==> src/rtl/core/pcaq_pkg.sv <==
// Package for the Q15 PCA projection unit: sizes, codes, the sequencer state type,
// the sequencer-to-datapath control struct and small helper functions.
// Depends on nothing; every other file of the unit imports it.
package pcaq_pkg;

  localparam int MAX_FEATURES   = 32;
  localparam int MAX_COMPONENTS = 8;

  localparam int COL_W      = $clog2(MAX_FEATURES);
  localparam int ROW_W      = $clog2(MAX_COMPONENTS);
  localparam int FCNT_W     = 6;
  localparam int CCNT_W     = 4;
  localparam int VAL_W      = 16;
  localparam int PROD_W     = 2 * VAL_W;
  localparam int ACC_W      = 40;
  localparam int SHIFT      = 15;
  localparam int CFG_IDX_W  = 2;
  localparam int CFG_DATA_W = 6;

  localparam logic [1:0] OP_LOAD_MEAN = 2'd0;
  localparam logic [1:0] OP_LOAD_COEF = 2'd1;
  localparam logic [1:0] OP_SAMPLE    = 2'd2;

  localparam logic [CFG_IDX_W-1:0] CFG_FEATURE_COUNT   = 2'd0;
  localparam logic [CFG_IDX_W-1:0] CFG_COMPONENT_COUNT = 2'd1;
  localparam logic [CFG_IDX_W-1:0] CFG_USE_MEAN        = 2'd2;

  localparam logic signed [VAL_W-1:0] SAT_MAX = 16'sh7FFF;
  localparam logic signed [VAL_W-1:0] SAT_MIN = 16'sh8000;

  typedef enum logic [2:0] {
    ST_IDLE,
    ST_CENTER,
    ST_MUL,
    ST_ACC,
    ST_EMIT
  } state_t;

  typedef struct packed {
    logic             center_en;
    logic             mul_en;
    logic             acc_en;
    logic             emit_en;
    logic             clr;
    logic             last;
    logic [ROW_W-1:0] idx;
  } ctl_t;

  // Feature count clamped to 1..MAX_FEATURES.
  function automatic logic [FCNT_W-1:0] eff_features(input logic [FCNT_W-1:0] n);
    logic [FCNT_W-1:0] r;
    r = n;
    if (n == '0) r = FCNT_W'(1);
    else if (n > FCNT_W'(MAX_FEATURES)) r = FCNT_W'(MAX_FEATURES);
    return r;
  endfunction

  // Component count clamped to 1..MAX_COMPONENTS.
  function automatic logic [CCNT_W-1:0] eff_components(input logic [CCNT_W-1:0] n);
    logic [CCNT_W-1:0] r;
    r = n;
    if (n == '0) r = CCNT_W'(1);
    else if (n > CCNT_W'(MAX_COMPONENTS)) r = CCNT_W'(MAX_COMPONENTS);
    return r;
  endfunction

  // Arithmetic shift right by SHIFT, then saturate to a signed 16-bit word.
  function automatic logic signed [VAL_W-1:0] scale_sat(input logic [ACC_W-1:0] acc);
    logic [ACC_W-SHIFT-VAL_W:0] hi;
    logic signed [VAL_W-1:0]    r;
    hi = acc[ACC_W-1:SHIFT+VAL_W-1];
    if ((&hi) || !(|hi)) r = acc[SHIFT+VAL_W-1:SHIFT];
    else if (acc[ACC_W-1]) r = SAT_MIN;
    else r = SAT_MAX;
    return r;
  endfunction

endpackage

==> src/rtl/core/pcaq_mac.sv <==
// Shared multiply-accumulate datapath: centering, one 16x16 multiplier, the
// accumulator bank and the scaled, saturated result register. Depends on pcaq_pkg.
module pcaq_mac import pcaq_pkg::*; (
  input  logic                    clk,
  input  logic                    rst_n,
  input  ctl_t                    ctl,
  input  logic                    use_mean,
  input  logic signed [VAL_W-1:0] sample,
  input  logic signed [VAL_W-1:0] mean_q,
  input  logic signed [VAL_W-1:0] coef_q,
  output logic                    out_valid,
  output logic [ROW_W-1:0]        out_component_index,
  output logic signed [VAL_W-1:0] out_projection,
  output logic                    out_last
);

  logic signed [VAL_W-1:0]  centered_r;
  logic signed [PROD_W-1:0] product_r;
  logic [ACC_W-1:0]         acc_r [MAX_COMPONENTS];
  logic                     valid_r;
  logic [ROW_W-1:0]         index_r;
  logic signed [VAL_W-1:0]  proj_r;
  logic                     last_r;

  // The centered value wraps within 16 bits.
  always_ff @(posedge clk) begin
    if (ctl.center_en) begin
      centered_r <= use_mean ? VAL_W'(sample - mean_q) : sample;
    end
    if (ctl.mul_en) begin
      product_r <= centered_r * coef_q;
    end
  end

  always_ff @(posedge clk) begin
    if (!rst_n || ctl.clr) begin
      for (int i = 0; i < MAX_COMPONENTS; i++) begin
        acc_r[i] <= '0;
      end
    end else if (ctl.acc_en) begin
      acc_r[ctl.idx] <= acc_r[ctl.idx] + {{(ACC_W-PROD_W){product_r[PROD_W-1]}}, product_r};
    end
  end

  always_ff @(posedge clk) begin
    if (!rst_n) begin
      valid_r <= 1'b0;
    end else begin
      valid_r <= ctl.emit_en;
    end
  end

  always_ff @(posedge clk) begin
    if (ctl.emit_en) begin
      index_r <= ctl.idx;
      proj_r  <= scale_sat(acc_r[ctl.idx]);
      last_r  <= ctl.last;
    end
  end

  assign out_valid           = valid_r;
  assign out_component_index = index_r;
  assign out_projection      = proj_r;
  assign out_last            = last_r;

endmodule

==> config.mk <==
export PLATFORM = sky130hd
export DESIGN_NAME = pcaq_mac
export DESIGN_NICKNAME = d
export VERILOG_FILES = /design/src/rtl/core/pcaq_pkg.sv /design/src/rtl/core/pcaq_mac.sv
export SDC_FILE = /design/constraint.sdc
export NUM_CORES = 1
export LEC_CHECK = 0
export ABC_CLOCK_PERIOD_IN_PS = 6800
export BUFFER_PORTS_ARGS = -buffer_cell sky130_fd_sc_hd__buf_2
export CAP_MARGIN = 20
export CORE_AREA = 2 2 224 226
export DETAILED_ROUTE_END_ITERATION = 7
export DIE_AREA = 0 0 226 228
export HOLD_SLACK_MARGIN = 0.06
export PLACE_DENSITY = 0.89
export SYNTH_ARGS = -nofsm -noshare
export SYNTH_HDL_FRONTEND = slang
export SYNTH_SLANG_ARGS = --single-unit
==> constraint.sdc <==
create_clock -name clk -period 6.8 [get_ports clk]
set_input_delay 0.68 -clock clk [delete_from_list [all_inputs] [get_ports clk]]
set_output_delay 0.68 -clock clk [all_outputs]
set_load 0.02 [all_outputs]
==> results_dict.tcl <==
set metrics [dict create \
    period_minus_slack_ns 6.57 \
    synth_top_cell_area_share_pct 41.3 \
    clk_latency_ns 0.59 \
    max-clock-path-buffers 3 \
    start_kind "flop" \
    yosysMostFrequentCell "edfxtp_1" \
    antenna_cells 0 \
    drc_errors 0 \
    fmax_mhz 152 \
    die_x_microns 226 \
    synth_area_leaders "edfxtp_1 (41%), fa_1 (19%), ha_1 (6.0%)" \
    grt_pass1_wl_microns 115000 \
    first_global_vias 21800 \
    antenna_left 0 \
    synth_seq_cells 389 \
    final_nets 3142 \
    synthCells 2600 \
    drv_cap 0 \
    routed_via_density 6.09 \
    num_vias 20600 \
    async_flop_share_pct 0 \
    setup_violations 0 \
    worst-path-buf-inv 6 \
    ys_top_cells_by_count "edfxtp_1 (388), nor2_1 (360), inv_1 (347)" \
    crit_arrival_ns 6.88 \
    synth.cell_area_sq_um 28200 \
    initialDrtViolationCount 2203 \
    synth.largest_area_cell "edfxtp_1" \
    synth_edf_count 388 \
    numCtsBuffers 41 \
    finalMaxSlewViolations 0 \
    drt_wl_total_microns 72800 \
    crit_path_end_kind "flop" \
    dieArea_sq_um 51500 \
    cts.sinks 389 \
    synth-main-ff-cell "edfxtp_1" \
    hold_path.class "in -> reg" \
    drt_pass1_iterations 6 \
    io_pins 81 \
    antenna_found_initial 0 \
    slew_headroom_pct 28.8 \
    synth_cell_types 74 \
    critPathMostFrequentCell "fa_1" \
    cpMaxStageDelayCell "fa_1" \
    core_area_sq_um 49300 \
    avgSynthCellArea_sq_um 10.9 \
    status "finished, final reports clean" \
    ctsHtreeMaxLevel 2 \
    fin_util_pct 62.8 \
    dpl.hpwl_microns 49300 \
    criticalPathCategory "reg -> reg" \
    critPathTopFamily "adder cells" \
    skew_ns 0.0333 \
    cts_root_buf "clkbuf_16" \
    grt_max_degree 40 \
    cts_tree "built" \
    rsz0062_at_grt "false" \
    gp_congestion 0.967 \
    io_buffers 80 \
    path_cells "buf_4, and2_1, fa_1, inv_1, fa_1, fa_1, fa_1, inv_1, fa_1, inv_1, fa_1, inv_1, ha_1, a21o_1, nand2_1, o21ai_0, o41ai_2, o21ai_0, a31oi_1, buf_4, o21bai_1, a21oi_1, xnor2_1" \
    layout-drive-gt1-share_pct 9.91 \
    start_util_pct 57.2 \
    syn_nets 3060 \
    finalHoldViolations 0 \
    area_growth_pct 9.67 \
    die_y_microns 228 \
    cts_resized 0 \
    synth_warnings 0 \
    num_rows 82 \
    grt_util_all_layers_pct 28.7 \
    finalCritPeriodShare_pct 96.7 \
    crit_path_max_incr_delay_ns 0.54 \
    max_slew.worst_pin.slew_ns 1.07 \
    critPathRequiredTime_ns 7.11 \
    overflow 0 \
    critPathMaxFanout 13 \
    path_clk_slew_ns 0.06 \
    ys_seq_area_share_pct 41.3 \
    wl_per_cell_microns 21.5 \
]
-- cells by family after synthesis --
kind of cell,after synthesis,share of synthesized area (%)
AO/OA/AOI/OAI,385,9.71
XOR/XNOR,78,2.42
adder cells (fa/ha/maj),400,24.7
buffers and inverters,466,6.34
flip-flops,389,41.3
multiplexers,52,2.06
AND/OR/NAND/NOR,830,13.4
-- registers in the layout, indices dropped and copies added, names as in the netlist --
signal               cells
out_valid                1
product_r               32
out_last                 1
centered_r              16
out_component_index      3
acc_r                  320
out_projection          16
-- stage by stage --
step                      TNS, ns  setup slack [ns]  std cells  hold WS [ns]  cell area [sq um]
final                           0             0.226       3386         0.285              31000
after global routing            0            0.0354       3386         0.269              31000
after global placement          0             0.129       3307         0.753              29600
after detailed placement  -0.0121           -0.0121       3307         0.742              29600
after CTS                       0             0.281       3382         0.265              30900
after floorplan                 0             0.421       2600         0.670              28200
-- cells in the final DEF, fill, tap and decap left out, drive strengths merged, types with 9 or more instances in the layout --
cell	Yosys	layout
o21bai	12	12
a21oi	75	75
clkbuf	99	59
inv	348	352
a211oi	12	12
a31oi	9	9
nor3	34	34
or3	10	10
mux2i	29	29
o21a	11	11
and2	126	126
o21ai	45	45
xnor2	54	54
xor2	24	24
a21o	35	35
nand2	191	191
a22oi	92	92
nand2b	19	19
nor2	360	360
a221oi	16	16
buf	17	154
and3	17	17
mux2	20	20
nand4	15	15
a22o	20	20
ha	136	136
o211ai	11	11
and4	12	12
nand3	22	22
edfxtp	388	388
nor2b	11	11
clkinv	2	11
fa	264	264
-- worst reg2reg max path: cells and delay by family, from the launching register on --
family | cells | cell delay, ns
fa+ha+maj | 7 | 3.29
compound gates | 7 | 1.61
buf+inv | 6 | 0.64
flops | 1 | 0.45
simple gates | 2 | 0.23
xor+xnor | 1 | 0.09
-- layer usage --
layer | wire length, microns | track usage [%]
met2 | 35300 | 48.8
met4 | 3490 | 13.2
met5 | 0 | 0
met1 | 25700 | 35.8
met3 | 8300 | 5.11
-- timing repair --
item | in CTS | in global routing
hold buffers | 0 | 0
setup buffers | 0 | 3
endpoints found under the setup margin | 0 | 1
-- area by class of cell --
| type | instances | area (sq um) |
|---|---|---|
| sequential | 389 | 11700 |
| multi-input combinational | 1745 | 14800 |
| clock inverter | 17 | 185 |
| tap | 672 | 841 |
| timing repair buffer | 155 | 976 |
| fill | 3515 | 18400 |
| inverter | 350 | 1310 |
| clock buffer | 58 | 1160 |
-- worst paths after layout --
kind / startpoint / endpoint / slack [ns] / cells past startpoint
hold / removal: ctl[3] / out_last$_DFFE_PP_ / 0.29 / 1
setup reg to reg: centered_r[6]$_DFFE_PP_ / product_r[23]$_DFFE_PP_ / 0.23 / 23
hold reg to reg: acc_r[6][22]$_SDFFCE_PN0P_ / out_projection[7]$_DFFE_PP_ / 0.75 / 3
setup / recovery: centered_r[6]$_DFFE_PP_ / product_r[23]$_DFFE_PP_ / 0.23 / 23
Power is not shown: default switching activity piles up to over one toggle a cycle in this logic, so the estimate is an artifact.
