<file path="src/rtl/core/pcaq_pkg.sv">
// Package for the Q15 PCA projection unit: sizes, codes, the sequencer state type,
// the sequencer-to-datapath control struct and small helper functions.
// Depends on nothing; every other file of the unit imports it.
package pcaq_pkg;

  localparam int MAX_FEATURES   = 32;
  localparam int MAX_COMPONENTS = 8;

  localparam int COL_W      = $clog2(MAX_FEATURES);
  localparam int ROW_W      = $clog2(MAX_COMPONENTS);
  localparam int FCNT_W     = 6;
  localparam int CCNT_W     = 4;
  localparam int VAL_W      = 16;
  localparam int PROD_W     = 2 * VAL_W;
  localparam int ACC_W      = 40;
  localparam int SHIFT      = 15;
  localparam int CFG_IDX_W  = 2;
  localparam int CFG_DATA_W = 6;

  localparam logic [1:0] OP_LOAD_MEAN = 2'd0;
  localparam logic [1:0] OP_LOAD_COEF = 2'd1;
  localparam logic [1:0] OP_SAMPLE    = 2'd2;

  localparam logic [CFG_IDX_W-1:0] CFG_FEATURE_COUNT   = 2'd0;
  localparam logic [CFG_IDX_W-1:0] CFG_COMPONENT_COUNT = 2'd1;
  localparam logic [CFG_IDX_W-1:0] CFG_USE_MEAN        = 2'd2;

  localparam logic signed [VAL_W-1:0] SAT_MAX = 16'sh7FFF;
  localparam logic signed [VAL_W-1:0] SAT_MIN = 16'sh8000;

  typedef enum logic [2:0] {
    ST_IDLE,
    ST_CENTER,
    ST_MUL,
    ST_ACC,
    ST_EMIT
  } state_t;

  typedef struct packed {
    logic             center_en;
    logic             mul_en;
    logic             acc_en;
    logic             emit_en;
    logic             clr;
    logic             last;
    logic [ROW_W-1:0] idx;
  } ctl_t;

  // Feature count clamped to 1..MAX_FEATURES.
  function automatic logic [FCNT_W-1:0] eff_features(input logic [FCNT_W-1:0] n);
    logic [FCNT_W-1:0] r;
    r = n;
    if (n == '0) r = FCNT_W'(1);
    else if (n > FCNT_W'(MAX_FEATURES)) r = FCNT_W'(MAX_FEATURES);
    return r;
  endfunction

  // Component count clamped to 1..MAX_COMPONENTS.
  function automatic logic [CCNT_W-1:0] eff_components(input logic [CCNT_W-1:0] n);
    logic [CCNT_W-1:0] r;
    r = n;
    if (n == '0) r = CCNT_W'(1);
    else if (n > CCNT_W'(MAX_COMPONENTS)) r = CCNT_W'(MAX_COMPONENTS);
    return r;
  endfunction

  // Arithmetic shift right by SHIFT, then saturate to a signed 16-bit word.
  function automatic logic signed [VAL_W-1:0] scale_sat(input logic [ACC_W-1:0] acc);
    logic [ACC_W-SHIFT-VAL_W:0] hi;
    logic signed [VAL_W-1:0]    r;
    hi = acc[ACC_W-1:SHIFT+VAL_W-1];
    if ((&hi) || !(|hi)) r = acc[SHIFT+VAL_W-1:SHIFT];
    else if (acc[ACC_W-1]) r = SAT_MIN;
    else r = SAT_MAX;
    return r;
  endfunction

endpackage

</file>
<file path="src/rtl/core/pcaq_store.sv">
// Mean and coefficient memories of the PCA projection unit, one write and one
// registered read port each. Depends on pcaq_pkg.
module pcaq_store import pcaq_pkg::*; (
  input  logic                    clk,
  input  logic                    mean_we,
  input  logic                    coef_we,
  input  logic [ROW_W-1:0]        wr_row,
  input  logic [COL_W-1:0]        wr_col,
  input  logic signed [VAL_W-1:0] wr_data,
  input  logic                    mean_re,
  input  logic [COL_W-1:0]        mean_rd_col,
  input  logic [ROW_W-1:0]        coef_rd_row,
  input  logic [COL_W-1:0]        coef_rd_col,
  output logic signed [VAL_W-1:0] mean_q,
  output logic signed [VAL_W-1:0] coef_q
);

  logic [VAL_W-1:0] mean_mem [MAX_FEATURES];
  logic [VAL_W-1:0] coef_mem [MAX_COMPONENTS*MAX_FEATURES];

  always_ff @(posedge clk) begin
    if (mean_we) begin
      mean_mem[wr_col] <= wr_data;
    end
    if (mean_re) begin
      mean_q <= mean_mem[mean_rd_col];
    end
  end

  // Row-major layout: the entry of a row and column sits at {row, column}.
  always_ff @(posedge clk) begin
    if (coef_we) begin
      coef_mem[{wr_row, wr_col}] <= wr_data;
    end
    coef_q <= coef_mem[{coef_rd_row, coef_rd_col}];
  end

endmodule

</file>
<file path="config.mk">
export PLATFORM = sky130hd
export DESIGN_NAME = pcaq_store
export DESIGN_NICKNAME = d
export VERILOG_FILES = /design/src/rtl/core/pcaq_pkg.sv /design/src/rtl/core/pcaq_store.sv
export SDC_FILE = /design/constraint.sdc
export NUM_CORES = 2
export LEC_CHECK = 0
export BUFFER_PORTS_ARGS = -buffer_cell sky130_fd_sc_hd__buf_4
export CAP_MARGIN = 20
export CORE_UTILIZATION = 46
export DETAILED_ROUTE_END_ITERATION = 12
export HOLD_SLACK_MARGIN = 0.1
export PLACE_DENSITY = 0.66
export SETUP_SLACK_MARGIN = 0.2
export SLEW_MARGIN = 20
export SYNTH_ARGS = -nofsm -noshare
export SYNTH_HDL_FRONTEND = slang
export SYNTH_MEMORY_MAX_BITS = 65536
export SYNTH_SLANG_ARGS = --single-unit
export TNS_END_PERCENT = 100
</file>
<file path="constraint.sdc">
create_clock -name clk -period 3.14 [get_ports clk]
set_input_delay 0.314 -clock clk [delete_from_list [all_inputs] [get_ports clk]]
set_output_delay 0.314 -clock clk [all_outputs]
set_load 0.1 [all_outputs]
</file>
==> results.sh <==
export IMPL_dieHeight_um=625
export IMPL_rr_startpoint="coef_mem[63][12]"
export IMPL_place_area_um2=192000
export IMPL_viasPerCell=6.10
export IMPL_reg2reg_depth=6
export IMPL_hold_slack_ns=0.212
export IMPL_antenna_found_initial=23
export IMPL_post_place_ws_ns=-0.553
export IMPL_routed_top_layer="met5"
export IMPL_final_area_um2=206000
export IMPL_cp_startpoint="coef_mem[63][12]"
export IMPL_cts_inserted_buffers=445
export IMPL_clockRootBuffer="clkbuf_16"
export IMPL_synth_edf_count=4624
export IMPL_drive_gt1_frac=0.279
export IMPL_vias=89600
export IMPL_initialDrtViolationCount=11700
export IMPL_r2r_end="coef_q[12]"
export IMPL_wl_met3_um=42300
export IMPL_drt_pass1_iterations=6
export IMPL_status="finished, final reports clean"
export IMPL_io_buffers=72
export IMPL_slowest_stage="o32ai_1"
export IMPL_synth_nets=8175
export IMPL_min_path_type="input port to register"
export IMPL_cp_max_fo=1
export IMPL_wl_met2_um=222000
export IMPL_crit_family="compound AO/OA/AOI/OAI gates"
export IMPL_synth_area_um2=179000
export IMPL_clk_pin_slew_ns=0.06
export IMPL_final_cell_mix="edfxtp_1 (4,624), mux4_2 (915), buf_4 (858)"
export IMPL_syn_to_final_growth_pct=15.5
export IMPL_htree_levels=5
export IMPL_wl_met1_um=181000
export IMPL_crit_chain="mux4_2 > mux4_2 > a22o_1 > o32ai_1 > buf_4 > nor4_1"
export IMPL_hold_start="mean_re"
export IMPL_grt_ovfl_total=0
export IMPL_synth_seq_cells=4640
export IMPL_wl_per_cell_um=31.6
export IMPL_die_area_um2=391000
export IMPL_required_ns=3.97
export IMPL_fin_ws_ns=0.152
export IMPL_synth_ff_type="edfxtp_1"
export IMPL_period_share=0.952
export IMPL_fin_cells=14700
export IMPL_slew_viol_final=0
export IMPL_wl_um=464000
export IMPL_post_route_min_period_ns=2.99
export IMPL_worst_slew_pin_slew_ns=1.17
export IMPL_clk_latency_ns=1.01
export IMPL_cpMostUsedCell="mux4_2"
export IMPL_synth_avg_cell_area_um2=22.0
export IMPL_hold_viol=0
export IMPL_rsz0062_at_grt="false"
export IMPL_holdPathEnd="mean_q[11]"
export IMPL_grt_max_degree=129
export IMPL_grt_pass1_vias=90200
export IMPL_cp_end_kind="register"
export IMPL_route_detailed_drc=0
export IMPL_cap_violations=0
export IMPL_antenna_left=0
export IMPL_ir_worst_vdd_uv=486
export IMPL_rows=228
export IMPL_cts_sinks=4640
export IMPL_path_buf_inv=1
export IMPL_die_w_um=625
export IMPL_place_inst=13800
export IMPL_grt_first_pass_wirelength_um=661000
export IMPL_ys_async_sr_fraction=0
export IMPL_synth_cells=8134
export IMPL_nNetsFinal=9177
export IMPL_start_util=0.463
export IMPL_cts_tree="built"
export IMPL_cts_setup_buffers=0
export IMPL_worst_ep_arrival_time_ns=3.81
export IMPL_ys_warn_count=0
export IMPL_power_density_nw_per_um2=621
export IMPL_finClkSkew_ns=0.0797
export IMPL_ios=73
export IMPL_r2r_setup_slack_ns=0.15
export IMPL_setup_violations=0
export IMPL_hold_depth=2
export IMPL_seqCellArea_um2=139000
export IMPL_synth_cell_type_count=39
export IMPL_relSlewSlack=0.215
export IMPL_dp_hpwl_um=279000
export IMPL_multi_input_area_um2=36600
export IMPL_critPathKind="register to register"
export IMPL_leakage_nw=66.4
export IMPL_globalplace_congestion=0.858
export IMPL_track_usage=0.236
export IMPL_nFillCells=28800
export IMPL_critPathMaxStageDelay_ns=0.74
export IMPL_core_um2=386000
export IMPL_ys_seq_area_frac=0.779
export IMPL_ctsLongestPathBuffers=4
export IMPL_utilization=0.534
export IMPL_startpoint_type="register"
export IMPL_final_common_cell="edfxtp_1"
export IMPL_clock_fmax_mhz=335
==> cells by family (layout without fill, tap and decap cells) <==
| logic type | count (synthesis) | in the layout | synth area share |
|---|---|---|---|
| AO/OA/AOI/OAI | 801 | 801 | 0.0322 |
| buffers and inverters | 491 | 1863 | 0.0171 |
| flip-flops | 4640 | 4640 | 0.779 |
| multiplexers | 1648 | 1648 | 0.158 |
| other | 0 | 11 | 0 |
| AND/OR/NAND/NOR | 554 | 554 | 0.0136 |
==> worst register-to-register path: stages (launching register included) <==
cell	delay, ns
edfxtp_1	0.39
mux4_2	0.50
mux4_2	0.51
a22o_1	0.43
o32ai_1	0.75
buf_4	0.26
nor4_1	0.05
==> flip-flops by register name, indices dropped and copies added (netlist names) <==
signal and cells:
mean_q 16, coef_q 16, coef_mem 4096, mean_mem 512
==> metal layers <==
metal / track usage / up-vias
met4: 0.0846 / 8
met5: 0 / -
li1: - / 36700
met1: 0.328 / 47400
met3: 0.0403 / 791
met2: 0.378 / 4631
==> synth_stat cells (8+ instances only) <==
cell type	n	area, um2
a21oi_1	188	941
a221oi_1	16	140
a22o_1	32	280
buf_1	26	97.6
buf_12	21	420
buf_2	98	490
buf_4	29	218
buf_6	65	732
buf_8	13	195
clkbuf_1	236	886
dfxtp_1	16	320
edfxtp_1	4624	139000
mux2_2	48	541
mux2i_1	672	6730
mux4_1	13	342
mux4_2	915	20600
nand2_1	54	203
nand2b_1	8	50.1
nand3_1	25	125
nand4_1	18	113
nor2_1	304	1140
nor2b_1	8	50.1
nor3_1	97	485
nor4_1	26	163
o21ai_0	50	250
o221ai_1	333	2920
o22ai_1	144	901
o31ai_1	17	128
o32ai_1	18	158
==> stage by stage <==
| stage | TNS [ns] | total power, mW |
|---|---|---|
| floorplan | 0 | 73.6 |
| global placement | -4.06 | 77.0 |
| detailed placement | -3.86 | 77.2 |
| CTS | 0 | 129 |
| global route | 0 | 131 |
| finish | 0 | 128 |
==> timing repair <==
action                                  4_1_cts  5_1_grt
endpoints found under the setup margin        3        0
endpoints found under the hold margin      2082        0
hold buffers                                 29        0
resized for setup                             3        0
==> area by class of cell <==
class                   instances  area share
inverters                       3    0.000103
clock inverters               265      0.0122
repair buffers               1043      0.0473
diodes                         11    0.000133
multi-input cells            3003       0.178
well taps                    5175      0.0314
clock buffers                 552      0.0563
flip-flops and latches       4640       0.675
==> how the worst max path moves through the flow <==
stage                      endpoint  slack [ns]  cells past startpoint
floorplan           mean_mem[12][0]        0.49                      4
global placement          coef_q[1]       -0.56                     11
detailed placement        coef_q[1]       -0.55                     11
CTS                      coef_q[12]        0.22                      6
global route             coef_q[12]        0.22                      9
finish                   coef_q[12]        0.15                      6
==> power breakdown <==
group          internal, mW  total, mW  switching, mW
Combinational          2.70       7.43           4.74
Clock                  29.3       52.1           22.8
Sequential             68.4       68.5          0.135
Total                   100        128           27.7
Note: power is estimated with default switching activity, not from simulation.
