### src/rtl/core/pcaq_pkg.sv
// Package for the Q15 PCA projection unit: sizes, codes, the sequencer state type,
// the sequencer-to-datapath control struct and small helper functions.
// Depends on nothing; every other file of the unit imports it.
package pcaq_pkg;

  localparam int MAX_FEATURES   = 32;
  localparam int MAX_COMPONENTS = 8;

  localparam int COL_W      = $clog2(MAX_FEATURES);
  localparam int ROW_W      = $clog2(MAX_COMPONENTS);
  localparam int FCNT_W     = 6;
  localparam int CCNT_W     = 4;
  localparam int VAL_W      = 16;
  localparam int PROD_W     = 2 * VAL_W;
  localparam int ACC_W      = 40;
  localparam int SHIFT      = 15;
  localparam int CFG_IDX_W  = 2;
  localparam int CFG_DATA_W = 6;

  localparam logic [1:0] OP_LOAD_MEAN = 2'd0;
  localparam logic [1:0] OP_LOAD_COEF = 2'd1;
  localparam logic [1:0] OP_SAMPLE    = 2'd2;

  localparam logic [CFG_IDX_W-1:0] CFG_FEATURE_COUNT   = 2'd0;
  localparam logic [CFG_IDX_W-1:0] CFG_COMPONENT_COUNT = 2'd1;
  localparam logic [CFG_IDX_W-1:0] CFG_USE_MEAN        = 2'd2;

  localparam logic signed [VAL_W-1:0] SAT_MAX = 16'sh7FFF;
  localparam logic signed [VAL_W-1:0] SAT_MIN = 16'sh8000;

  typedef enum logic [2:0] {
    ST_IDLE,
    ST_CENTER,
    ST_MUL,
    ST_ACC,
    ST_EMIT
  } state_t;

  typedef struct packed {
    logic             center_en;
    logic             mul_en;
    logic             acc_en;
    logic             emit_en;
    logic             clr;
    logic             last;
    logic [ROW_W-1:0] idx;
  } ctl_t;

  // Feature count clamped to 1..MAX_FEATURES.
  function automatic logic [FCNT_W-1:0] eff_features(input logic [FCNT_W-1:0] n);
    logic [FCNT_W-1:0] r;
    r = n;
    if (n == '0) r = FCNT_W'(1);
    else if (n > FCNT_W'(MAX_FEATURES)) r = FCNT_W'(MAX_FEATURES);
    return r;
  endfunction

  // Component count clamped to 1..MAX_COMPONENTS.
  function automatic logic [CCNT_W-1:0] eff_components(input logic [CCNT_W-1:0] n);
    logic [CCNT_W-1:0] r;
    r = n;
    if (n == '0) r = CCNT_W'(1);
    else if (n > CCNT_W'(MAX_COMPONENTS)) r = CCNT_W'(MAX_COMPONENTS);
    return r;
  endfunction

  // Arithmetic shift right by SHIFT, then saturate to a signed 16-bit word.
  function automatic logic signed [VAL_W-1:0] scale_sat(input logic [ACC_W-1:0] acc);
    logic [ACC_W-SHIFT-VAL_W:0] hi;
    logic signed [VAL_W-1:0]    r;
    hi = acc[ACC_W-1:SHIFT+VAL_W-1];
    if ((&hi) || !(|hi)) r = acc[SHIFT+VAL_W-1:SHIFT];
    else if (acc[ACC_W-1]) r = SAT_MIN;
    else r = SAT_MAX;
    return r;
  endfunction

endpackage

### src/rtl/core/pcaq_ctrl.sv
// Sequencer of the PCA projection unit: walks the components of one sample
// through the shared multiply-accumulate and, when the sample closes the vector,
// through the result phase. Depends on pcaq_pkg.
module pcaq_ctrl import pcaq_pkg::*; (
  input  logic              clk,
  input  logic              rst_n,
  input  logic              sample_go,
  input  logic              closes,
  input  logic [CCNT_W-1:0] comp_count,
  output logic              busy,
  output ctl_t              ctl,
  output logic [ROW_W-1:0]  coef_row
);

  state_t           state_r, state_nxt;
  logic [ROW_W-1:0] k_r, k_nxt;
  logic             closes_r, closes_nxt;
  logic             k_final;

  assign k_final = (CCNT_W'(k_r) == comp_count - CCNT_W'(1));

  always_ff @(posedge clk) begin
    if (!rst_n) begin
      state_r  <= ST_IDLE;
      k_r      <= '0;
      closes_r <= 1'b0;
    end else begin
      state_r  <= state_nxt;
      k_r      <= k_nxt;
      closes_r <= closes_nxt;
    end
  end

  always_comb begin
    state_nxt  = state_r;
    k_nxt      = k_r;
    closes_nxt = closes_r;
    ctl        = '0;
    ctl.idx    = k_r;
    ctl.last   = k_final;
    coef_row   = k_r;
    case (state_r)
      ST_IDLE: begin
        k_nxt = '0;
        if (sample_go) begin
          closes_nxt = closes;
          state_nxt  = ST_CENTER;
        end
      end
      ST_CENTER: begin
        ctl.center_en = 1'b1;
        state_nxt     = ST_MUL;
      end
      ST_MUL: begin
        ctl.mul_en = 1'b1;
        state_nxt  = ST_ACC;
      end
      ST_ACC: begin
        // Prefetch the next component's coefficient while this one accumulates.
        ctl.acc_en = 1'b1;
        coef_row   = k_r + ROW_W'(1);
        if (k_final) begin
          k_nxt     = '0;
          state_nxt = closes_r ? ST_EMIT : ST_IDLE;
        end else begin
          k_nxt     = k_r + ROW_W'(1);
          state_nxt = ST_MUL;
        end
      end
      ST_EMIT: begin
        ctl.emit_en = 1'b1;
        if (k_final) begin
          ctl.clr   = 1'b1;
          k_nxt     = '0;
          state_nxt = ST_IDLE;
        end else begin
          k_nxt = k_r + ROW_W'(1);
        end
      end
      default: begin
        state_nxt = ST_IDLE;
      end
    endcase
  end

  assign busy = (state_r != ST_IDLE);

endmodule

### config.mk
export PLATFORM = sky130hd
export DESIGN_NAME = pcaq_ctrl
export DESIGN_NICKNAME = d
export VERILOG_FILES = /design/src/rtl/core/pcaq_pkg.sv /design/src/rtl/core/pcaq_ctrl.sv
export SDC_FILE = /design/constraint.sdc
export NUM_CORES = 1
export LEC_CHECK = 0
export ABC_AREA = 1
export BUFFER_PORTS_ARGS = -buffer_cell sky130_fd_sc_hd__buf_4
export CORE_AREA = 5 5 42 44
export CTS_CLUSTER_DIAMETER = 60
export CTS_CLUSTER_SIZE = 16
export DETAILED_ROUTE_END_ITERATION = 8
export DIE_AREA = 0 0 47 49
export PLACE_DENSITY = 0.64
export SYNTH_ARGS = -nofsm -noshare
export SYNTH_HDL_FRONTEND = slang
export SYNTH_SLANG_ARGS = --single-unit
### constraint.sdc
create_clock -name clk -period 2.87 [get_ports clk]
set_input_delay 0.287 -clock clk [delete_from_list [all_inputs] [get_ports clk]]
set_output_delay 0.287 -clock clk [all_outputs]
set_load 0.005 [all_outputs]
==> run_summary.xml, run 1 <==
<?xml version="1.0" encoding="UTF-8"?>
<metrics>
  <group name="floorplan">
    <metric name="core" unit="um2">1401</metric>
    <metric name="full_die_area" unit="um2">2303</metric>
    <metric name="start_util" unit="%">37.32</metric>
    <metric name="num_io_pins" unit="">21</metric>
    <metric name="die_h" unit="um">49</metric>
    <metric name="placementRows" unit="">14</metric>
    <metric name="horizontal_die_dimension" unit="um">47</metric>
  </group>
  <group name="routing">
    <metric name="detail_route.first_pass.iterations" unit="">3</metric>
    <metric name="postRouteWirelength" unit="mm">1.137</metric>
    <metric name="drt_drc_violations_left" unit="">0</metric>
    <metric name="post_drt_wl_per_cell" unit="um">9.475</metric>
    <metric name="post_detailed_route_via_to_cell_ratio" unit="">4.675</metric>
    <metric name="drtIter0Drc" unit="">5</metric>
    <metric name="postRouteAntennaNets" unit="">0</metric>
    <metric name="detailroute.via_count" unit="">561</metric>
  </group>
  <group name="clocking">
    <metric name="clockRootBuffer" unit="">sky130_fd_sc_hd__clkbuf_4</metric>
    <metric name="post_cts_resize_count" unit="">0</metric>
    <metric name="clock_latency" unit="ns">0.25</metric>
    <metric name="numClockSinks" unit="">7</metric>
    <metric name="htree_num_levels" unit="">1</metric>
    <metric name="cts-buffers-inserted" unit="">3</metric>
    <metric name="clk_path_buf_depth" unit="">2</metric>
    <metric name="hold_bufs_at_cts" unit="">0</metric>
    <metric name="cts.repair_timing.setup_buffer_count" unit="">0</metric>
    <metric name="tritoncts" unit="">done</metric>
    <metric name="clkSlewWorstSetupHoldPaths" unit="ns">0.05</metric>
  </group>
  <group name="yosys">
    <metric name="synth_seq_area_share" unit="%">26.79</metric>
    <metric name="post_synth_top_area_share" unit="%">26.79</metric>
    <metric name="yosysTopAreaCell" unit="">sky130_fd_sc_hd__dfxtp_1</metric>
    <metric name="number_of_nets_produced_by_synthesis" unit="">91</metric>
    <metric name="synth.lib_cells_used.distinct" unit="">20</metric>
    <metric name="number_of_warnings_reported_in_the_yosys_synthesis_log" unit="">0</metric>
    <metric name="synth_area_leaders" unit="">sky130_fd_sc_hd__dfxtp_1 27%, sky130_fd_sc_hd__nand2_1 14%, sky130_fd_sc_hd__inv_1 10%</metric>
    <metric name="postSynthAreaPerCell" unit="um2">6.457</metric>
    <metric name="post_synth_instance_area" unit="um2">523.0</metric>
    <metric name="synth.ff_latch_count" unit="">7</metric>
    <metric name="post_synthesis_instance_total" unit="">81</metric>
  </group>
  <group name="sta">
    <metric name="max_slew_margin" unit="%">82.26</metric>
    <metric name="final-max-slew-violation-count" unit="">0</metric>
    <metric name="timing.clock.skew" unit="ns">0.003771</metric>
    <metric name="layout_min_cycle_time" unit="ns">1.685</metric>
    <metric name="final-setup-viol-count" unit="">0</metric>
    <metric name="fin_tns_setup" unit="ns">0</metric>
    <metric name="worst-slew-pin-transition" unit="ns">0.2657</metric>
    <metric name="rsz0062_at_grt" unit="">no</metric>
    <metric name="hold_fails_final_rpt" unit="">0</metric>
    <metric name="share_of_the_clock_period_used_by_the_worst_path" unit="%">58.71</metric>
    <metric name="max_freq" unit="MHz">593.4</metric>
  </group>
  <group name="final_layout">
    <metric name="mostFrequentLayoutCell" unit="">sky130_fd_sc_hd__buf_4</metric>
    <metric name="postLayoutCellArea" unit="um2">711.9</metric>
    <metric name="most_frequent_cells_in_the_layout" unit="">20 x sky130_fd_sc_hd__buf_4, 19 x sky130_fd_sc_hd__nand2_1, 14 x sky130_fd_sc_hd__inv_1, 8 x sky130_fd_sc_hd__nand3_1</metric>
    <metric name="fin_cells" unit="">120</metric>
    <metric name="layout-area-overhead-vs-synth" unit="%">36.12</metric>
    <metric name="final_net_count" unit="">115</metric>
    <metric name="fraction_of_final_layout_cells_sized_beyond_drive_strength_1" unit="%">29.81</metric>
    <metric name="antennaDiodeCount" unit="">0</metric>
  </group>
  <group name="grt">
    <metric name="antenna_found_initial" unit="">0</metric>
    <metric name="grt_use_total" unit="%">12.14</metric>
    <metric name="grt_overflow_total" unit="">0</metric>
    <metric name="maximum_number_of_pins_on_one_net_before_global_route_repair" unit="">11</metric>
    <metric name="via_count_of_the_first_global_routing_pass" unit="">481</metric>
    <metric name="grt_first_pass_wirelength" unit="mm">2.042</metric>
  </group>
  <group name="placed_design">
    <metric name="gpl.final_weighted_congestion" unit="">0.7614</metric>
    <metric name="post_dp_cell_area" unit="um2">685.7</metric>
    <metric name="numPortBuffers" unit="">20</metric>
    <metric name="place.detailed.instances" unit="">116</metric>
    <metric name="dp_hpwl" unit="um">928.9</metric>
  </group>
  <group name="pwr">
    <metric name="totalPowerFinal" unit="W">0.0002497</metric>
    <metric name="pwr-share-seq" unit="%">42.7</metric>
    <metric name="cellPowerDensity" unit="nW/um2">350.7</metric>
    <metric name="power.switching_fraction" unit="%">27.46</metric>
    <metric name="total_leakage_power" unit="nW">0.3797</metric>
    <metric name="worst_ir_drop_vdd" unit="uV">247.4</metric>
    <metric name="combinationalPowerShare" unit="%">22.4</metric>
    <metric name="switching_component_of_the_power" unit="W">0.00006857</metric>
    <metric name="pwr-share-clk" unit="%">34.9</metric>
    <metric name="internal_power" unit="W">0.0001811</metric>
  </group>
  <group name="hold_path">
    <metric name="hold_path_class" unit="">in2reg</metric>
  </group>
  <group name="outcome">
    <metric name="outcome" unit="">completed</metric>
  </group>
  <group name="worst_setup_path">
    <metric name="cp_data_required_time" unit="ns">2.58</metric>
    <metric name="cp_data_arrival_time" unit="ns">1.40</metric>
    <metric name="crit_path_start_kind" unit="">flip-flop</metric>
    <metric name="critical_path.endpoint_type" unit="">output port</metric>
    <metric name="worst_setup_path_type" unit="">reg2out</metric>
    <metric name="critical_path.max_fanout" unit="">7</metric>
  </group>
  <group name="run">
    <metric name="cap_viol_max_count" unit="">0</metric>
  </group>
</metrics>
==> registers in the layout (all words and copies together) (netlist names) <==
signal / cells
closes_r: 1
k_r: 3
state_r: 3
==> through the flow <==
stage | util [%] | hold slack [ns] | setup WS (ns)
3_3_place_gp | 48.93 | 0.4492 | 1.220
6_report | 50.80 | 0.2932 | 1.185
5_1_grt | 50.80 | 0.2993 | 1.023
2_1_floorplan | - | 0.4254 | 1.417
4_1_cts | 50.80 | 0.2909 | 1.158
3_5_place_dp | 48.93 | 0.4605 | 1.192
==> power by group through the flow <==
stage | sequential (W) | combinational, W | clock (W)
2_1_floorplan | 0.000108 | 0.0000340 | 0
3_3_place_gp | 0.000108 | 0.0000557 | 0
3_5_place_dp | 0.000108 | 0.0000564 | 0
4_1_cts | 0.000106 | 0.0000567 | 0.0000904
5_1_grt | 0.000107 | 0.0000639 | 0.000103
6_report | 0.000107 | 0.0000560 | 0.0000871
==> worst max-delay path, stage by stage (launching register included) <==
cell and delay [ns]:
sky130_fd_sc_hd__dfxtp_1 0.40, sky130_fd_sc_hd__inv_1 0.11, sky130_fd_sc_hd__nand2_1 0.07, sky130_fd_sc_hd__nand2_1 0.06, sky130_fd_sc_hd__nor2_2 0.17, sky130_fd_sc_hd__nand3_4 0.13
sky130_fd_sc_hd__nor2_1 0.10, sky130_fd_sc_hd__buf_4 0.11
==> final cells by class <==
type                            instances  area [um2]
Timing Repair Buffer                   20       150.1
Clock buffer                            4       26.28
Tap cell                               16       20.02
Sequential cell                         7       140.1
Inverter                               16       60.06
Multi-Input combinational cell         57       315.3
Fill cell                             148       689.4
==> routing by layer <==
layer	track usage [%]	wire length [um]
met5	0	0
met4	4.147	10
met3	6.642	61
met2	18.10	583
met1	14.38	481
==> synthesized netlist by cell type <==
cell type and count:
sky130_fd_sc_hd__nand2_1 19, sky130_fd_sc_hd__inv_1 14, sky130_fd_sc_hd__nand3_1 8, sky130_fd_sc_hd__dfxtp_1 7, sky130_fd_sc_hd__nor2_1 7, sky130_fd_sc_hd__a21oi_1 5
sky130_fd_sc_hd__ha_1 2, sky130_fd_sc_hd__inv_2 2, sky130_fd_sc_hd__nand2_2 2, sky130_fd_sc_hd__nand3_4 2, sky130_fd_sc_hd__nor2_2 2, sky130_fd_sc_hd__o21ai_0 2
sky130_fd_sc_hd__xnor2_1 2, sky130_fd_sc_hd__buf_4 1, sky130_fd_sc_hd__nand3b_1 1, sky130_fd_sc_hd__nand4_1 1, sky130_fd_sc_hd__nor3_1 1, sky130_fd_sc_hd__o211ai_1 1
sky130_fd_sc_hd__o21ai_1 1, sky130_fd_sc_hd__xor2_1 1
==> cell families after synthesis <==
logic type,share of synthesized area [%]
fa+ha+maj,4.784
xor+xnor,5.025
simple gates,41.39
compound gates,9.090
buf+inv,12.92
flops,26.79
==> final timing paths <==
path / start / end / slack, ns / depth (start not counted)
hold reg to reg: closes_r / closes_r / 0.46 / 2
hold / removal: rst_n / closes_r / 0.29 / 3
setup reg to reg: k_r[0] / state_r[1] / 1.62 / 7
setup / recovery: k_r[0] / ctl[4] / 1.18 / 7
Power figures use the tool's default switching activity.
==> run 2: changes to the inputs <==
--- a/config.mk
+++ b/config.mk
@@ -5,14 +5,14 @@
 export SDC_FILE = /design/constraint.sdc
 export NUM_CORES = 1
 export LEC_CHECK = 0
-export ABC_AREA = 1
+export ABC_AREA = 0
 export BUFFER_PORTS_ARGS = -buffer_cell sky130_fd_sc_hd__buf_4
 export CORE_AREA = 5 5 42 44
 export CTS_CLUSTER_DIAMETER = 60
 export CTS_CLUSTER_SIZE = 16
 export DETAILED_ROUTE_END_ITERATION = 8
 export DIE_AREA = 0 0 47 49
-export PLACE_DENSITY = 0.64
+export PLACE_DENSITY = 0.6
 export SYNTH_ARGS = -nofsm -noshare
 export SYNTH_HDL_FRONTEND = slang
 export SYNTH_SLANG_ARGS = --single-unit
==> constraint.sdc (replaced) <==
create_clock -name clk -period 1.65 [get_ports clk]
set_input_delay 0.165 -clock clk [delete_from_list [all_inputs] [get_ports clk]]
set_output_delay 0.165 -clock clk [all_outputs]
set_load 0.005 [all_outputs]
==> run 2 against run 1 <==
  * Sequential share of layout area rose by 1.3 points
  * Register-to-register slack got worse by 1.2 ns
  * Sequential power rose by 71%
  * Power rose by 74%
  * Final area fell by 2.6%
  * Combinational power rose by 68%
  * Die area did not move
  * Clock skew fell by 0.0017 ns
  * Via count fell by 19%
  * Non-clock buffer count rose by 4
  * Clock-buffer cell count did not move
  * Synthesized cell count fell by 35%
  * Largest cell class unchanged
==> run_summary.xml, run 2 <==
<?xml version="1.0" encoding="UTF-8"?>
<metrics>
  <group name="sta">
    <metric name="max_slew_margin" unit="%">77.02</metric>
    <metric name="postLayoutSetupSlackWorst" unit="ns">0.07888</metric>
    <metric name="max_freq" unit="MHz">636.5</metric>
    <metric name="final-max-slew-violation-count" unit="">0</metric>
    <metric name="fin_tns_setup" unit="ns">0</metric>
    <metric name="share_of_the_clock_period_used_by_the_worst_path" unit="%">95.22</metric>
    <metric name="hold_fails_final_rpt" unit="">0</metric>
    <metric name="worst-slew-pin-transition" unit="ns">0.3421</metric>
    <metric name="final-setup-viol-count" unit="">0</metric>
    <metric name="timing.clock.skew" unit="ns">0.002101</metric>
    <metric name="layout_min_cycle_time" unit="ns">1.571</metric>
    <metric name="rsz0062_at_grt" unit="">no</metric>
  </group>
  <group name="yosys">
    <metric name="synth.ff_latch_count" unit="">7</metric>
    <metric name="synth_ff_type" unit="">sky130_fd_sc_hd__dfxtp_1</metric>
    <metric name="yosysTopAreaCell" unit="">sky130_fd_sc_hd__dfxtp_1</metric>
    <metric name="post_synthesis_instance_total" unit="">53</metric>
    <metric name="post-synth-top-count-cell" unit="">sky130_fd_sc_hd__nand2_1</metric>
    <metric name="number_of_warnings_reported_in_the_yosys_synthesis_log" unit="">0</metric>
    <metric name="number_of_enable_type_register_cells_in_the_synthesized_netlist" unit="">0</metric>
    <metric name="synth_area_leaders" unit="">sky130_fd_sc_hd__dfxtp_1 29%, sky130_fd_sc_hd__xnor2_1 11%, sky130_fd_sc_hd__nand2_1 6.3%</metric>
    <metric name="number_of_nets_produced_by_synthesis" unit="">63</metric>
    <metric name="post_synth_top_area_share" unit="%">29.47</metric>
    <metric name="post_synth_instance_area" unit="um2">475.5</metric>
    <metric name="synth.lib_cells_used.distinct" unit="">25</metric>
    <metric name="ys_top_cells_by_count" unit="">8 x sky130_fd_sc_hd__nand2_1, 7 x sky130_fd_sc_hd__dfxtp_1, 6 x sky130_fd_sc_hd__xnor2_1</metric>
    <metric name="synth_seq_area_share" unit="%">29.47</metric>
    <metric name="postSynthAreaPerCell" unit="um2">8.971</metric>
    <metric name="asyncSetResetFlopFracSynth" unit="%">0</metric>
  </group>
  <group name="final_layout">
    <metric name="top_regs" unit="">k_r: 3 flops, state_r: 3 flops, closes_r: 1 flops</metric>
    <metric name="layout-area-overhead-vs-synth" unit="%">45.79</metric>
    <metric name="filler_cell_count_in_the_final_layout" unit="">147</metric>
    <metric name="fraction_of_final_layout_cells_sized_beyond_drive_strength_1" unit="%">45.57</metric>
    <metric name="final_net_count" unit="">90</metric>
    <metric name="mostFrequentLayoutCell" unit="">sky130_fd_sc_hd__buf_4</metric>
    <metric name="most_frequent_cells_in_the_layout" unit="">24 x sky130_fd_sc_hd__buf_4, 8 x sky130_fd_sc_hd__nand2_1, 6 x sky130_fd_sc_hd__xnor2_1, 4 x sky130_fd_sc_hd__dfxtp_2</metric>
    <metric name="postLayoutCellArea" unit="um2">693.2</metric>
    <metric name="antennaDiodeCount" unit="">0</metric>
    <metric name="layout_utilization" unit="%">49.46</metric>
  </group>
  <group name="pwr">
    <metric name="total_leakage_power" unit="nW">0.3203</metric>
    <metric name="internal_power" unit="W">0.0003198</metric>
    <metric name="switching_component_of_the_power" unit="W">0.0001144</metric>
    <metric name="cellPowerDensity" unit="nW/um2">626.4</metric>
    <metric name="totalPowerFinal" unit="W">0.0004342</metric>
    <metric name="power.switching_fraction" unit="%">26.35</metric>
    <metric name="pwr-share-seq" unit="%">42.2</metric>
    <metric name="combinationalPowerShare" unit="%">21.7</metric>
    <metric name="worst_ir_drop_vdd" unit="uV">343.2</metric>
    <metric name="pwr-share-clk" unit="%">36.1</metric>
  </group>
  <group name="grt">
    <metric name="grt_first_pass_wirelength" unit="mm">1.800</metric>
    <metric name="antenna_found_initial" unit="">0</metric>
    <metric name="via_count_of_the_first_global_routing_pass" unit="">431</metric>
    <metric name="grt_use_total" unit="%">10.71</metric>
    <metric name="maximum_number_of_pins_on_one_net_before_global_route_repair" unit="">9</metric>
    <metric name="grtUsageMet2" unit="%">14.71</metric>
    <metric name="gr-max-usage-layer" unit="">met2</metric>
    <metric name="met1_usage" unit="%">13.66</metric>
    <metric name="grtUsageMet3" unit="%">3.690</metric>
    <metric name="grt_overflow_total" unit="">0</metric>
  </group>
  <group name="placed_design">
    <metric name="place_worst_setup_slack" unit="ns">0.1450</metric>
    <metric name="numPortBuffers" unit="">20</metric>
    <metric name="gpl.final_weighted_congestion" unit="">0.6880</metric>
    <metric name="post_dp_cell_area" unit="um2">645.6</metric>
    <metric name="dp_hpwl" unit="um">842.2</metric>
  </group>
  <group name="floorplan">
    <metric name="die_h" unit="um">49</metric>
    <metric name="core" unit="um2">1401</metric>
    <metric name="full_die_area" unit="um2">2303</metric>
    <metric name="placementRows" unit="">14</metric>
    <metric name="num_io_pins" unit="">21</metric>
    <metric name="horizontal_die_dimension" unit="um">47</metric>
    <metric name="start_util" unit="%">33.93</metric>
  </group>
  <group name="clocking">
    <metric name="hold_bufs_at_cts" unit="">0</metric>
    <metric name="cts-buffers-inserted" unit="">3</metric>
    <metric name="tritoncts" unit="">done</metric>
    <metric name="htree_num_levels" unit="">1</metric>
    <metric name="clk_path_buf_depth" unit="">2</metric>
    <metric name="clock_latency" unit="ns">0.25</metric>
    <metric name="numClockSinks" unit="">7</metric>
    <metric name="clockRootBuffer" unit="">sky130_fd_sc_hd__clkbuf_4</metric>
    <metric name="clkSlewWorstSetupHoldPaths" unit="ns">0.05</metric>
  </group>
  <group name="routing">
    <metric name="detailroute.via_count" unit="">453</metric>
    <metric name="post_drt_wl_per_cell" unit="um">11.53</metric>
    <metric name="detail_route.first_pass.iterations" unit="">2</metric>
    <metric name="postRouteAntennaNets" unit="">0</metric>
    <metric name="drt_drc_violations_left" unit="">0</metric>
    <metric name="post_detailed_route_via_to_cell_ratio" unit="">4.768</metric>
    <metric name="postRouteWirelength" unit="mm">1.095</metric>
    <metric name="drtIter0Drc" unit="">5</metric>
  </group>
  <group name="worst_setup_path">
    <metric name="ff2ff_setup_slack" unit="ns">0.41</metric>
    <metric name="critical_path.endpoint_type" unit="">output port</metric>
    <metric name="reg2reg_from" unit="">k_r[1]</metric>
    <metric name="crit_path_start_kind" unit="">flip-flop</metric>
    <metric name="worst_setup_path_type" unit="">reg2out</metric>
    <metric name="critical_path.max_fanout" unit="">8</metric>
    <metric name="cp-startpoint" unit="">state_r[1]</metric>
    <metric name="reg2reg_depth" unit="">4</metric>
    <metric name="r2r-end" unit="">state_r[2]</metric>
    <metric name="cp_data_required_time" unit="ns">1.48</metric>
    <metric name="cp_data_arrival_time" unit="ns">1.41</metric>
  </group>
  <group name="hold_path">
    <metric name="min_delay_worst_endpoint" unit="">closes_r</metric>
    <metric name="min_delay_path_depth" unit="">3</metric>
    <metric name="holdCritStartpoint" unit="">closes</metric>
    <metric name="hold_path_class" unit="">in2reg</metric>
  </group>
  <group name="run">
    <metric name="cap_viol_max_count" unit="">0</metric>
  </group>
  <group name="outcome">
    <metric name="outcome" unit="">completed</metric>
  </group>
</metrics>
-- run 2: cell types whose count changed in the layout (fill, tap and decap cells not counted), sizes merged, moves of 3 or more --
cell	delta
nand3	-7
nor2	-8
inv	-13
nor3b	+3
nand2	-13
a21oi	-5
buf	+4
xnor2	+4
-- run 2: kinds of logic after synthesis --
family,synth area share [%]
DFF,29.47
AOI/OAI and AO/OA,9.736
xor gates and xnor gates,16.32
buffers and inverters,5.525
adders and majority gates,5.262
muxes,4.474
and+or+nand+nor,29.21
-- run 2: per-layer routing --
metal | up-vias | share of wire [%] | wire length [um]
li1 | 234 | - | -
met4 | 0 | 0.64 | 7
met5 | - | 0 | 0
met1 | 201 | 45 | 489
met3 | 2 | 9.2 | 101
met2 | 16 | 45 | 497
-- run 2: power groups by stage --
stage	Clock, W	Sequential [W]	Combinational, W
2_1_floorplan	0	0.000187	0.0000480
3_5_place_dp	0	0.000186	0.0000924
5_1_grt	0.000174	0.000184	0.000105
3_3_place_gp	0	0.000186	0.0000917
6_report	0.000157	0.000183	0.0000941
4_1_cts	0.000166	0.000183	0.0000933
-- run 2: worst max-delay path, stage by stage, from the launching register on --
cell and delay, ns:
sky130_fd_sc_hd__dfxtp_2 0.39, sky130_fd_sc_hd__and3b_2 0.29, sky130_fd_sc_hd__mux2_1 0.34, sky130_fd_sc_hd__buf_4 0.14
-- run 2: layout make-up --
| type | count | area [um2] | area share (%) |
|---|---|---|---|
| clock buffers | 4 | 26.28 | 3.791 |
| inverters | 3 | 11.26 | 1.625 |
| multi-input cells | 41 | 310.3 | 44.77 |
| flip-flops and latches | 7 | 145.1 | 20.94 |
| well taps | 16 | 20.02 | 2.888 |
| repair buffers | 24 | 180.2 | 25.99 |
-- run 2: worst max-delay path by stage --
stage	to	slack [ns]	depth (start not counted)
after floorplan	ctl[4]	0.28	5
final	coef_row[1]	0.08	3
after global placement	ctl[4]	0.15	7
after CTS	coef_row[1]	0.03	3
after global routing	coef_row[1]	0.02	3
after detailed placement	ctl[4]	0.15	7
-- run 2: per-stage QoR --
| stage | std cells | hold WS, ns |
|---|---|---|
| floorplan | 53 | 0.3038 |
| finish | 95 | 0.1863 |
| CTS | 93 | 0.1800 |
| global placement | 89 | 0.4437 |
| detailed placement | 89 | 0.4518 |
| global route | 95 | 0.2095 |
-- run 2: repair_timing --
item | in CTS | in global routing
gates resized for setup | 2 | 3
pin swaps | 0 | 1
endpoints found under the setup margin | 1 | 2
buffers inserted | 0 | 2
